<file path="config.mk">
export PLATFORM = sky130hd
export DESIGN_NAME = bump_and_first_fit_allocator
export DESIGN_NICKNAME = d
export VERILOG_FILES = /design/src/rtl/bffa_pkg.sv /design/src/rtl/bffa_ctrl.sv /design/src/rtl/bffa_dp.sv /design/src/rtl/bump_and_first_fit_allocator.sv
export SDC_FILE = /design/constraint.sdc
export NUM_CORES = 2
export LEC_CHECK = 0
export BUFFER_PORTS_ARGS = -buffer_cell sky130_fd_sc_hd__buf_2
export CORE_MARGIN = 2
export CORE_UTILIZATION = 30
export CTS_CLUSTER_DIAMETER = 120
export DETAILED_ROUTE_END_ITERATION = 6
export PLACE_DENSITY = 0.42
export SYNTH_ARGS = -nofsm -noshare
export SYNTH_HDL_FRONTEND = slang
export SYNTH_SLANG_ARGS = --single-unit
</file>
<file path="constraint.sdc">
create_clock -name clock -period 4.5 [get_ports clock]
set_input_delay 1.125 -clock clock [delete_from_list [all_inputs] [get_ports clock]]
set_output_delay 1.125 -clock clock [all_outputs]
set_load 0.01 [all_outputs]
</file>
<file path="src/rtl/bffa_pkg.sv">
// Shared widths, codes and controller/datapath interface types of the allocator.
package bffa_pkg;

   localparam int OFS_W        = 21;
   localparam int SIZE_W       = 22;
   localparam int STATUS_W     = 3;
   localparam int REQ_TDATA_W  = 48;
   localparam int RSP_TDATA_W  = 24;

   localparam int POOL_BYTES_DEF   = 2 * 1024 * 1024;
   localparam int HEADER_BYTES_DEF = 64;
   localparam int FREE_ENTRIES_DEF = 64;

   typedef enum logic [STATUS_W-1:0] {
      ST_FROM_LIST  = 3'd0,
      ST_BUMPED     = 3'd1,
      ST_EXHAUSTED  = 3'd2,
      ST_FREED      = 3'd3,
      ST_FREE_RANGE = 3'd4,
      ST_FREE_FULL  = 3'd5
   } rsp_status_type;

   typedef enum logic [2:0] {
      S_IDLE,
      S_DISPATCH,
      S_SCAN,
      S_SHIFT_PRIME,
      S_SHIFT,
      S_BUMP,
      S_DONE
   } state_type;

   typedef struct packed {
      logic load;
      logic free_do;
      logic scan_start;
      logic scan_step;
      logic take_hit;
      logic shift_start;
      logic shift_step;
      logic bump_do;
      logic rsp_load;
   } dp_cmd_type;

   typedef struct packed {
      logic is_free;
      logic count_zero;
      logic hit;
      logic ptr_zero;
      logic shift_need;
      logic shift_last;
      logic rsp_free;
   } dp_stat_type;

endpackage

</file>
<file path="src/rtl/bffa_ctrl.sv">
// Controller state machine that sequences dispatch, scan, shift, bump and response.
module bffa_ctrl (
   input  logic                  clock,
   input  logic                  reset,
   input  logic                  req_tvalid,
   output logic                  req_tready,
   input  bffa_pkg::dp_stat_type stat,
   output bffa_pkg::dp_cmd_type  cmd
);

   bffa_pkg::state_type state_ff, state_in;

   always_ff @(posedge clock) begin
      if (reset) begin
         state_ff <= bffa_pkg::S_IDLE;
      end else begin
         state_ff <= state_in;
      end
   end

   always_comb begin
      state_in = state_ff;
      unique case (state_ff)
         bffa_pkg::S_IDLE: begin
            if (req_tvalid) begin
               state_in = bffa_pkg::S_DISPATCH;
            end
         end
         bffa_pkg::S_DISPATCH: begin
            if (stat.is_free) begin
               state_in = bffa_pkg::S_DONE;
            end else if (stat.count_zero) begin
               state_in = bffa_pkg::S_BUMP;
            end else begin
               state_in = bffa_pkg::S_SCAN;
            end
         end
         bffa_pkg::S_SCAN: begin
            if (stat.hit) begin
               state_in = bffa_pkg::S_SHIFT_PRIME;
            end else if (stat.ptr_zero) begin
               state_in = bffa_pkg::S_BUMP;
            end
         end
         bffa_pkg::S_SHIFT_PRIME: begin
            if (stat.shift_need) begin
               state_in = bffa_pkg::S_SHIFT;
            end else begin
               state_in = bffa_pkg::S_DONE;
            end
         end
         bffa_pkg::S_SHIFT: begin
            if (stat.shift_last) begin
               state_in = bffa_pkg::S_DONE;
            end
         end
         bffa_pkg::S_BUMP: begin
            state_in = bffa_pkg::S_DONE;
         end
         bffa_pkg::S_DONE: begin
            if (stat.rsp_free) begin
               state_in = bffa_pkg::S_IDLE;
            end
         end
         default: begin
            state_in = bffa_pkg::S_IDLE;
         end
      endcase
   end

   always_comb begin
      cmd        = '0;
      req_tready = 1'b0;
      unique case (state_ff)
         bffa_pkg::S_IDLE: begin
            req_tready = 1'b1;
            cmd.load   = req_tvalid;
         end
         bffa_pkg::S_DISPATCH: begin
            cmd.free_do    = stat.is_free;
            cmd.scan_start = !stat.is_free && !stat.count_zero;
         end
         bffa_pkg::S_SCAN: begin
            cmd.take_hit  = stat.hit;
            cmd.scan_step = !stat.hit && !stat.ptr_zero;
         end
         bffa_pkg::S_SHIFT_PRIME: begin
            cmd.shift_start = stat.shift_need;
         end
         bffa_pkg::S_SHIFT: begin
            cmd.shift_step = 1'b1;
         end
         bffa_pkg::S_BUMP: begin
            cmd.bump_do = 1'b1;
         end
         bffa_pkg::S_DONE: begin
            cmd.rsp_load = stat.rsp_free;
         end
         default: begin
            cmd = '0;
         end
      endcase
   end

endmodule

</file>
<file path="src/rtl/bffa_dp.sv">
// Datapath: request registers, free table memory, bump pointer and response register.
module bffa_dp #(
   parameter int POOL_BYTES   = bffa_pkg::POOL_BYTES_DEF,
   parameter int HEADER_BYTES = bffa_pkg::HEADER_BYTES_DEF,
   parameter int FREE_ENTRIES = bffa_pkg::FREE_ENTRIES_DEF
) (
   input  logic                          clock,
   input  logic                          reset,
   input  logic                          in_kind,
   input  logic [bffa_pkg::SIZE_W-1:0]   in_bytes,
   input  logic [bffa_pkg::OFS_W-1:0]    in_offset,
   output logic                          rsp_tvalid,
   input  logic                          rsp_tready,
   output logic [bffa_pkg::STATUS_W-1:0] out_status,
   output logic [bffa_pkg::OFS_W-1:0]    out_grant,
   input  bffa_pkg::dp_cmd_type          cmd,
   output bffa_pkg::dp_stat_type         stat
);

   localparam int OW    = bffa_pkg::OFS_W;
   localparam int SW    = bffa_pkg::SIZE_W;
   localparam int ENT_W = OW + SW;
   localparam int IDX_W = $clog2(FREE_ENTRIES);
   localparam int CNT_W = $clog2(FREE_ENTRIES + 1);

   localparam logic [SW-1:0]    POOL_LIM  = SW'(POOL_BYTES);
   localparam logic [SW:0]      POOL_END  = (SW + 1)'(POOL_BYTES);
   localparam logic [SW-1:0]    HDR_LIM   = SW'(HEADER_BYTES);
   localparam logic [CNT_W-1:0] CNT_FULL  = CNT_W'(FREE_ENTRIES);
   localparam logic [CNT_W-1:0] CNT_ONE   = CNT_W'(1);
   localparam logic [IDX_W-1:0] IDX_ONE   = IDX_W'(1);
   localparam logic [IDX_W-1:0] IDX_TWO   = IDX_W'(2);

   // Free table, oldest entry at index zero; each entry is {size, offset}.
   logic [ENT_W-1:0] free_tab_ff [FREE_ENTRIES];
   logic [ENT_W-1:0] rd_data_ff;

   logic                     kind_ff;
   logic [SW-1:0]            want_ff;
   logic [OW-1:0]            ofs_ff;
   logic [SW-1:0]            bump_ff, bump_in;
   logic [CNT_W-1:0]         count_ff, count_in;
   logic [IDX_W-1:0]         ptr_ff, ptr_in;
   logic [bffa_pkg::STATUS_W-1:0] status_ff, status_in;
   logic [OW-1:0]            grant_ff, grant_in;
   logic                     rsp_valid_ff, rsp_valid_in;
   logic [bffa_pkg::STATUS_W-1:0] rsp_status_ff;
   logic [OW-1:0]            rsp_grant_ff;

   logic [IDX_W-1:0] rd_addr;
   logic [IDX_W-1:0] cnt_m1;
   logic [SW:0]      bump_sum;
   logic             bump_ok;
   logic             free_bad;
   logic             free_full;
   logic             wr_en;
   logic [IDX_W-1:0] wr_addr;
   logic [ENT_W-1:0] wr_data;
   logic [CNT_W-1:0] ptr_ext;

   assign cnt_m1    = IDX_W'(count_ff - CNT_ONE);
   assign ptr_ext   = CNT_W'(ptr_ff);
   assign bump_sum  = {1'b0, bump_ff} + {1'b0, want_ff};
   assign bump_ok   = (bump_ff < POOL_LIM) && (bump_sum <= POOL_END);
   assign free_bad  = ({1'b0, ofs_ff} < HDR_LIM) || ({1'b0, ofs_ff} >= POOL_LIM);
   assign free_full = (count_ff >= CNT_FULL);

   always_comb begin
      if (cmd.scan_start) begin
         rd_addr = cnt_m1;
      end else if (cmd.scan_step) begin
         rd_addr = ptr_ff - IDX_ONE;
      end else if (cmd.shift_start) begin
         rd_addr = ptr_ff + IDX_ONE;
      end else if (cmd.shift_step) begin
         rd_addr = ptr_ff + IDX_TWO;
      end else begin
         rd_addr = ptr_ff;
      end
   end

   // Writes come either from a free push at the tail or from closing the gap.
   always_comb begin
      wr_en   = 1'b0;
      wr_addr = ptr_ff;
      wr_data = rd_data_ff;
      if (cmd.free_do && !free_bad && !free_full) begin
         wr_en   = 1'b1;
         wr_addr = IDX_W'(count_ff);
         wr_data = {want_ff, ofs_ff};
      end else if (cmd.shift_step) begin
         wr_en = 1'b1;
      end
   end

   always_ff @(posedge clock) begin
      if (wr_en) begin
         free_tab_ff[wr_addr] <= wr_data;
      end
      rd_data_ff <= free_tab_ff[rd_addr];
   end

   always_comb begin
      bump_in   = bump_ff;
      count_in  = count_ff;
      ptr_in    = ptr_ff;
      status_in = status_ff;
      grant_in  = grant_ff;
      if (cmd.free_do) begin
         grant_in = '0;
         if (free_bad) begin
            status_in = bffa_pkg::ST_FREE_RANGE;
         end else if (free_full) begin
            status_in = bffa_pkg::ST_FREE_FULL;
         end else begin
            status_in = bffa_pkg::ST_FREED;
            count_in  = count_ff + CNT_ONE;
         end
      end
      if (cmd.scan_start) begin
         ptr_in = cnt_m1;
      end
      if (cmd.scan_step) begin
         ptr_in = ptr_ff - IDX_ONE;
      end
      if (cmd.take_hit) begin
         status_in = bffa_pkg::ST_FROM_LIST;
         grant_in  = rd_data_ff[OW-1:0];
         count_in  = count_ff - CNT_ONE;
      end
      if (cmd.shift_step) begin
         ptr_in = ptr_ff + IDX_ONE;
      end
      if (cmd.bump_do) begin
         if (bump_ok) begin
            status_in = bffa_pkg::ST_BUMPED;
            grant_in  = bump_ff[OW-1:0];
            bump_in   = bump_sum[SW-1:0];
         end else begin
            status_in = bffa_pkg::ST_EXHAUSTED;
            grant_in  = '0;
         end
      end
   end

   always_comb begin
      rsp_valid_in = rsp_valid_ff;
      if (cmd.rsp_load) begin
         rsp_valid_in = 1'b1;
      end else if (rsp_tready) begin
         rsp_valid_in = 1'b0;
      end
   end

   always_ff @(posedge clock) begin
      if (reset) begin
         bump_ff      <= HDR_LIM;
         count_ff     <= '0;
         rsp_valid_ff <= 1'b0;
      end else begin
         bump_ff      <= bump_in;
         count_ff     <= count_in;
         rsp_valid_ff <= rsp_valid_in;
      end
   end

   always_ff @(posedge clock) begin
      if (cmd.load) begin
         kind_ff <= in_kind;
         want_ff <= in_bytes;
         ofs_ff  <= in_offset;
      end
      ptr_ff    <= ptr_in;
      status_ff <= status_in;
      grant_ff  <= grant_in;
      if (cmd.rsp_load) begin
         rsp_status_ff <= status_ff;
         rsp_grant_ff  <= grant_ff;
      end
   end

   assign stat.is_free    = kind_ff;
   assign stat.count_zero = (count_ff == '0);
   assign stat.hit        = (rd_data_ff[ENT_W-1:OW] >= want_ff);
   assign stat.ptr_zero   = (ptr_ff == '0);
   assign stat.shift_need = (ptr_ext < count_ff);
   assign stat.shift_last = ((ptr_ext + CNT_ONE) == count_ff);
   assign stat.rsp_free   = !rsp_valid_ff || rsp_tready;

   assign rsp_tvalid = rsp_valid_ff;
   assign out_status = rsp_status_ff;
   assign out_grant  = rsp_grant_ff;

endmodule

</file>
<file path="src/rtl/bump_and_first_fit_allocator.sv">
// Top level of the first-fit free list allocator with bump fallback.
//
// Hands out byte ranges of a pool whose first HEADER_BYTES bytes are reserved.
// An allocate scans the free table from the newest entry, takes the first
// entry that is large enough whole, and closes the gap so the order of the
// rest is kept; with no fit it bumps the next-free pointer or reports
// exhaustion. A free pushes the block as the newest entry, or is rejected when
// out of range or when the table is full. One item is worked on at a time. The
// time an allocate takes grows with the entries of the table that it reads and
// the entries that it moves behind its hit, since the single read port of the
// free table memory delivers one entry a cycle to both the scan and the gap
// closing. The next item can be accepted in the cycle after the result is
// loaded; a finished result waits in the output register while that item is
// accepted, and a result that is still held there stalls the following one.
module bump_and_first_fit_allocator #(
   parameter int POOL_BYTES   = bffa_pkg::POOL_BYTES_DEF,
   parameter int HEADER_BYTES = bffa_pkg::HEADER_BYTES_DEF,
   parameter int FREE_ENTRIES = bffa_pkg::FREE_ENTRIES_DEF
) (
   input  logic                             clock,
   input  logic                             reset,
   input  logic                             req_tvalid,
   output logic                             req_tready,
   // [21:0] req_bytes, [42:22] free_offset, [47:43] zero
   input  logic [bffa_pkg::REQ_TDATA_W-1:0] req_tdata,
   // [0] kind: 0 allocate, 1 free
   input  logic                             req_tuser,
   output logic                             rsp_tvalid,
   input  logic                             rsp_tready,
   // [20:0] granted_offset, [23:21] zero
   output logic [bffa_pkg::RSP_TDATA_W-1:0] rsp_tdata,
   // [2:0] status
   output logic [bffa_pkg::STATUS_W-1:0]    rsp_tuser
);

   localparam int OW = bffa_pkg::OFS_W;
   localparam int SW = bffa_pkg::SIZE_W;

   bffa_pkg::dp_cmd_type  cmd;
   bffa_pkg::dp_stat_type stat;
   logic [OW-1:0]         grant;

   bffa_ctrl u_ctrl (
      .clock      (clock),
      .reset      (reset),
      .req_tvalid (req_tvalid),
      .req_tready (req_tready),
      .stat       (stat),
      .cmd        (cmd)
   );

   bffa_dp #(
      .POOL_BYTES   (POOL_BYTES),
      .HEADER_BYTES (HEADER_BYTES),
      .FREE_ENTRIES (FREE_ENTRIES)
   ) u_dp (
      .clock      (clock),
      .reset      (reset),
      .in_kind    (req_tuser),
      .in_bytes   (req_tdata[SW-1:0]),
      .in_offset  (req_tdata[SW+OW-1:SW]),
      .rsp_tvalid (rsp_tvalid),
      .rsp_tready (rsp_tready),
      .out_status (rsp_tuser),
      .out_grant  (grant),
      .cmd        (cmd),
      .stat       (stat)
   );

   assign rsp_tdata = {{(bffa_pkg::RSP_TDATA_W - OW){1'b0}}, grant};

endmodule
</file>
After elaboration in Yosys (flattened, before gate mapping)
Memory sizes are Yosys's and may differ from the RTL's. A register that Yosys moved wholly into a read port is not among the register bits.
Index checks and enable logic that the tools add are counted.
{ "word_totals": {"register_bits": 131, "latch_bits": 0, "mem_bits_rw": 2752, "rom_bits": 0, "inputBits": 53, "output_inout_bits": 29, "wordCells": 108, "mem_count": 1} }
{ "memory_table": {"columns": ["name", "depth", "width", "read_ports", "rd_clocked_by_memory_dff", "wr", "line", "source"], "rows": [
  ["u_dp.free_tab_ff", 64, 43, 1, 1, 1, "bffa_dp.sv:35", "logic [ENT_W-1:0] free_tab_ff [FREE_ENTRIES];"]
]} }
{ "classes": {"add_sub_neg": 7, "n_mul": 0, "n_div": 0, "order_cmp": 6, "eq_ne": 13, "n_shift": 0, "mux": 46, "bitwise_logic": 0, "n_reduce_logical": 23} }
{ "op_table": {"columns": ["op", "count"], "rows": [
  ["$mux 21", 4],
  ["$mux 6", 8],
  ["$mux 43", 1],
  ["$mux 3", 12],
  ["$mux 7", 4],
  ["$add 22x22->23", 1],
  ["$le 23x22->1 const B", 1],
  ["$ge 22x22->1", 1],
  ["$lt 22x22->1 const B", 1],
  ["$lt 21x7->1 const B", 1],
  ["$pmux 3 s7", 1],
  ["$mux 1", 12],
  ["$eq 3x3->1 const B", 3],
  ["$mux 2", 4],
  ["$ne 2x2->1 const B", 4],
  ["$add 6x1->7 const B", 1],
  ["$add 7x1->7 const B", 1],
  ["$eq 7x7->1", 1],
  ["$ge 7x7->1 const B", 1],
  ["$logic_not 1->1", 7],
  ["$logic_not 7->1", 1],
  ["$lt 6x7->1", 1],
  ["$sub 7x1->7 const B", 1],
  ["$add 6x1->6 const B", 1],
  ["other kinds (15)", 22]
]} }

Longest topological paths before layout
{ "depth": {"word_depth": 9, "depth_mapped": 20, "depth_no_buf": 14} }

Modules after synthesis
Synthesis repeated with hierarchy kept, for this count alone.
{ "unflattened": {"hier_cells": 5314, "area_unflattened_um2": 113272.4} }
{ "by_module_without_submodules": {"columns": ["module", "instances", "cells_each", "area_each_um2", "seq_area_each_um2"], "rows": [
  ["bffa_dp", 1, 5264, 112922.1, 87043.5],
  ["bffa_ctrl", 1, 46, 324.1, 60.1],
  ["bump_and_first_fit_allocator", 1, 4, 26.3, 0.0]
]} }

Worst setup path before layout
No wires, ideal clock.
{ "synth_timing": {"kind": "register to register", "startpoint": "register u_ctrl.state_ff[2]", "endpoint": "memory u_dp.free_tab_ff[0][22] (netlist name) (data pin)", "arrival_time_ns": 4.132, "required_ns": 3.798, "path_slack_ns": -0.334, "path_stages_with_launch": 8, "path_buffers": 4, "period_less_slack_ns": 4.834, "path_cell_list": "dfxtp_1 > buf_2 > nor2b_1 > nand4b_1 > clkbuf_1 > clkbuf_1 > clkbuf_1 > o21ai_0"} }
{ "synth_via": {"elab_chain_len": 5} }
{ "synth_rtl": {"columns": ["item", "line", "source"], "rows": [
  ["from (decl)", "bffa_ctrl.sv:11", "bffa_pkg::state_type state_ff, state_in;"],
  ["from (signal assigned)", "bffa_ctrl.sv:15", "state_ff <= bffa_pkg::S_IDLE;"],
  ["from (signal assigned)", "bffa_ctrl.sv:17", "state_ff <= state_in;"],
  ["$eq 3x1->1", "bffa_ctrl.sv:74", "unique case (state_ff)"],
  ["$mux 2", "bffa_ctrl.sv:74", null],
  ["$logic_and 1x1->1 (2 in series)", "bffa_dp.sv:87", "if (cmd.free_do && !free_bad && !free_full) begin"],
  ["$mux 43", "bffa_dp.sv:87", null],
  ["net u_dp.wr_data[22]", "bffa_dp.sv:58", "logic [ENT_W-1:0] wr_data;"],
  ["to (decl)", "bffa_dp.sv:35", null]
]} }
The timed path passes the listed nets, and every way through them passes these cells.

Final worst setup path
{ "layout_timing": {"startpoint": "register u_dp.want_ff[19]", "endpoint": "register u_dp.rd_data_ff[11], read port of u_dp.free_tab_ff"} }
{ "layout_via": {"elab_chain_len": 6} }
{ "layout_rtl": {"columns": ["item", "line", "source"], "rows": [
  ["from (decl)", "bffa_dp.sv:39", "logic [SW-1:0] want_ff;"],
  ["from (signal assigned)", "bffa_dp.sv:170", "want_ff <= in_bytes;"],
  ["$ge 22x22->1", "bffa_dp.sv:184", "assign stat.hit = (rd_data_ff[ENT_W-1:OW] >= want_ff);"],
  ["$logic_not 1->1", "bffa_ctrl.sv:85", "cmd.scan_step = !stat.hit && !stat.ptr_zero;"],
  ["$logic_and 1x1->1", "bffa_ctrl.sv:85", null],
  ["$mux 2", "bffa_ctrl.sv:74", null],
  ["$mux 6", "bffa_dp.sv:71", "end else if (cmd.scan_step) begin"],
  ["$mux 6", "bffa_dp.sv:69", "if (cmd.scan_start) begin"],
  ["to (decl)", "bffa_dp.sv:36", "logic [ENT_W-1:0] rd_data_ff;"]
]} }
Every way passes these cells.
A chain may end at the register's enable or synchronous reset.

==> results.sh <==
export IMPL_timing_clock_skew_ps=64.3
export IMPL_clock_tree_buffer_depth=4
export IMPL_syn_area_um2=117000
export IMPL_detailed_place_hpwl_um=306000
export IMPL_grt_antenna_before_repair=25
export IMPL_core_rowCount=229
export IMPL_die_height_um=629
export IMPL_maxClockFrequency_ghz=0.223
export IMPL_timing_final_max_slew_violations=0
export IMPL_worstSetupStartpointType="flip-flop"
export IMPL_total_switching_power_mw=51.2
export IMPL_dieArea_um2=396000
export IMPL_clock_power_share_pct=21.3
export IMPL_critical_path_arrival_ps=5350
export IMPL_ir_worst_vdd_uv=485
export IMPL_synth_register_bits=2926
export IMPL_via_count=77300
export IMPL_worst_slew_pin_transition_ps=1100
export IMPL_global_route_overflow_total=0
export IMPL_switching_fraction_of_total_power_pct=40.3
export IMPL_critical_path_peak_fanout=10
export IMPL_h_tree_depth=5
export IMPL_post_route_cells_drive_above_1_share_pct=24.5
export IMPL_groute_usage_overall_pct=22.8
export IMPL_run_status="finished, final reports clean"
export IMPL_io_pins=82
export IMPL_core_area_um2=389000
export IMPL_setup_viol=0
export IMPL_wire_per_inst_um=32.3
export IMPL_i_o_buffers=73
export IMPL_hold_worst_slack_ps=353
export IMPL_clk_pin_slew_worst_paths_ps=60
export IMPL_final_fill_count=36099
export IMPL_wire_length_of_the_first_global_routing_pass_um=631000
export IMPL_first_global_vias=74139
export IMPL_die_width_um=629
export IMPL_synth_seq_area_share_pct=74.2
export IMPL_min_period_over_period_pct=99.7
export IMPL_drt_drc_violations_left=0
export IMPL_ctsRootBufferMaster="sky130_fd_sc_hd__clkbuf_16"
export IMPL_drt_iter0_markers=8879
export IMPL_cts_num_sinks=2926
export IMPL_insertion_delay_ps=960
export IMPL_layout_common_cells="sky130_fd_sc_hd__edfxtp_1 (2850), sky130_fd_sc_hd__nand2_1 (1355), sky130_fd_sc_hd__buf_4 (783), sky130_fd_sc_hd__nand3_1 (754), sky130_fd_sc_hd__buf_12 (448)"
export IMPL_yosys_most_used_dff="sky130_fd_sc_hd__edfxtp_1"
export IMPL_power_sequential_fraction_pct=29.1
export IMPL_initial_util_pct=30.1
export IMPL_async_flop_share_pct=0
export IMPL_criticalPathCategory="reg -> reg"
export IMPL_drt_total_wl_um=468000
export IMPL_synth_enable_flop_cells=2850
export IMPL_ant_nets=0
export IMPL_p_per_area_nw_per_um2=845
export IMPL_worstPathRequired_ps=5360
export IMPL_drt_pre_antenna_iters=6
export IMPL_layout_commonest_cell="sky130_fd_sc_hd__edfxtp_1"
export IMPL_drv_max_cap_violation_count=0
export IMPL_grt_max_degree=65
export IMPL_whs_path_depth=1
export IMPL_rsz0062_at_grt="true"
export IMPL_synth_warnings=0
export IMPL_flow_area_growth_from_synthesis_pct=27.9
export IMPL_final_hold_violations=0
export IMPL_min_delay_path_class="in -> reg"
export IMPL_internal_power_mw=75.8
export IMPL_total_leakage_power_nw=51.2
export IMPL_gp_congestion=0.863
export IMPL_tritoncts="built"
export IMPL_worst_setup_path_end_kind="flip-flop"
export IMPL_fin_total_pwr_mw=127
export IMPL_via_cell_ratio=5.34
export IMPL_worst_r2r_cell_count=19
export IMPL_synthDistinctLibCells=99
export IMPL_cts_made_buffers=334
export IMPL_netlist_instances=7812
export IMPL_syn_area_per_cell_um2=15.0
export IMPL_maxSlewHeadroom_pct=26.3
export IMPL_final_net_count=9113
export IMPL_layout_min_cycle_time_ps=4490
export IMPL_comb_power_share_pct=49.6
[logic make-up (layout without fill, tap and decap cells)]
family,count (synthesis),after routing,share of synthesized area [%]
flip-flops,2926,2926,74.2
AND/OR/NAND/NOR,2618,2618,10.1
AO/OA/AOI/OAI,1118,1118,6.73
buffers and inverters,566,2020,2.38
multiplexers,484,484,5.63
adder cells (fa/ha/maj),60,60,0.646
XOR/XNOR,39,39,0.291
other,1,13,0.00320
[metal layers]
layer  GRT usage, %  part of all wire (%)  up-vias
met5              0                0.0062        -
met4           5.88                   2.8        4
met3           3.39                   6.8      578
met2           36.6                    46     3116
met1           32.4                    44    40801
li1               -                     -    32801
[metrics by stage]
step	setup TNS [ps]	util, %	std cells	setup slack [ps]	instance area [um2]
after global routing	-948	38.6	14467	-97.6	150000
after detailed placement	-12130	35.3	13778	-752	137000
after global placement	-18980	35.3	13777	-913	137000
final	0	38.6	14475	12.9	150000
after CTS	-3.35	38.2	14419	-3.35	149000
after floorplan	-109100	-	7814	-334	117000
[power groups by stage]
stage	Clock (mW)	Sequential, mW	Combinational [mW]
after floorplan	0	37.3	28.4
after global placement	0	37.5	59.2
after detailed placement	0	37.5	59.5
after CTS	27.5	36.9	60.8
after global routing	28.5	37.0	66.2
final	27.0	37.0	62.9
[synth_stat cells (all sizes together), types with 11 or more instances]
cell type / number / share of area (%)
a22o: 26 / 0.19
and4: 45 / 0.34
inv: 48 / 0.15
a311oi: 36 / 0.27
xnor2: 27 / 0.20
or4: 22 / 0.14
nand4: 75 / 0.40
mux2i: 342 / 2.9
a32oi: 43 / 0.32
nor3b: 12 / 0.081
nand3: 762 / 3.3
or3: 14 / 0.075
o211ai: 84 / 0.54
o21ai: 90 / 0.39
nand2: 1377 / 4.4
mux4: 140 / 2.7
a22oi: 117 / 0.76
a32o: 37 / 0.32
nor2: 133 / 0.44
nand2b: 12 / 0.064
xor2: 12 / 0.090
o311ai: 14 / 0.10
and3: 42 / 0.23
nor4: 26 / 0.14
dfxtp: 76 / 1.3
o21a: 20 / 0.13
nor3: 64 / 0.29
buf: 362 / 1.7
nor4b: 11 / 0.095
a211oi: 60 / 0.39
ha: 59 / 0.63
a31o: 13 / 0.097
o211a: 17 / 0.14
edfxtp: 2850 / 73
o32ai: 28 / 0.21
a221oi: 34 / 0.26
clkbuf: 154 / 0.49
o22ai: 21 / 0.11
a21oi: 326 / 1.4
a31oi: 50 / 0.27
[flip-flops by register name (all words and copies together) (netlist names)]
signal and cells:
u_dp.out_grant 21, u_dp.ptr_ff 6, u_dp.grant_ff 21, u_dp.rd_data_ff 43, u_ctrl.state_ff 3, u_dp.rsp_tvalid 1
u_dp.ofs_ff 21, u_dp.count_ff 7, u_dp.want_ff 22, u_dp.free_tab_ff 2752, u_dp.bump_ff 22, u_dp.kind_ff 1
u_dp.status_ff 3, u_dp.out_status 3
[critical path, cell delays in order, from the launching register on]
cell                       delay (ps)
sky130_fd_sc_hd__edfxtp_1         480
sky130_fd_sc_hd__inv_2             90
sky130_fd_sc_hd__ha_4             270
sky130_fd_sc_hd__nand4_1          150
sky130_fd_sc_hd__nor4_4           320
sky130_fd_sc_hd__buf_4            170
sky130_fd_sc_hd__nand2_4           50
sky130_fd_sc_hd__o21ai_4          220
sky130_fd_sc_hd__o31ai_4           90
sky130_fd_sc_hd__xnor2_2          280
sky130_fd_sc_hd__buf_4            180
sky130_fd_sc_hd__buf_6            120
sky130_fd_sc_hd__o211ai_4         120
sky130_fd_sc_hd__buf_12           160
sky130_fd_sc_hd__buf_4            150
sky130_fd_sc_hd__nor2_4           620
sky130_fd_sc_hd__buf_12           240
sky130_fd_sc_hd__nand3_1           90
sky130_fd_sc_hd__a32oi_1          370
sky130_fd_sc_hd__or4_1            180
[final timing paths]
kind / start / endpoint / slack, ps
setup / recovery: u_dp.want_ff[19] / u_dp.rd_data_ff[11] / 10
hold / removal: req_tdata[3] / u_dp.want_ff[3] / 350
setup reg to reg: u_dp.want_ff[19] / u_dp.rd_data_ff[11] / 10
hold reg to reg: u_dp.grant_ff[10] / u_dp.out_grant[10] / 410
[cell type report]
cell class                      instances  area (um2)  area share [%]
Timing Repair Buffer                 1366       16400            10.9
Tap cell                             5197        6500            4.33
Sequential cell                      2926       87100            58.0
Clock inverter                        166        1540            1.03
Inverter                               50         188           0.125
Multi-Input combinational cell       4322       29200            19.5
Antenna cell                           10        25.0          0.0167
Clock buffer                          438        9170            6.11
[repair_timing]
action                                  in CTS  in global routing
endpoints found under the setup margin      43                 87
resized for setup                           56                144
buffers inserted                            37                 39
hold buffers                                 0                  0
pin swaps                                   23                 54
cloned                                       2                 10
No activity file was read; power rests on OpenSTA's default activity.
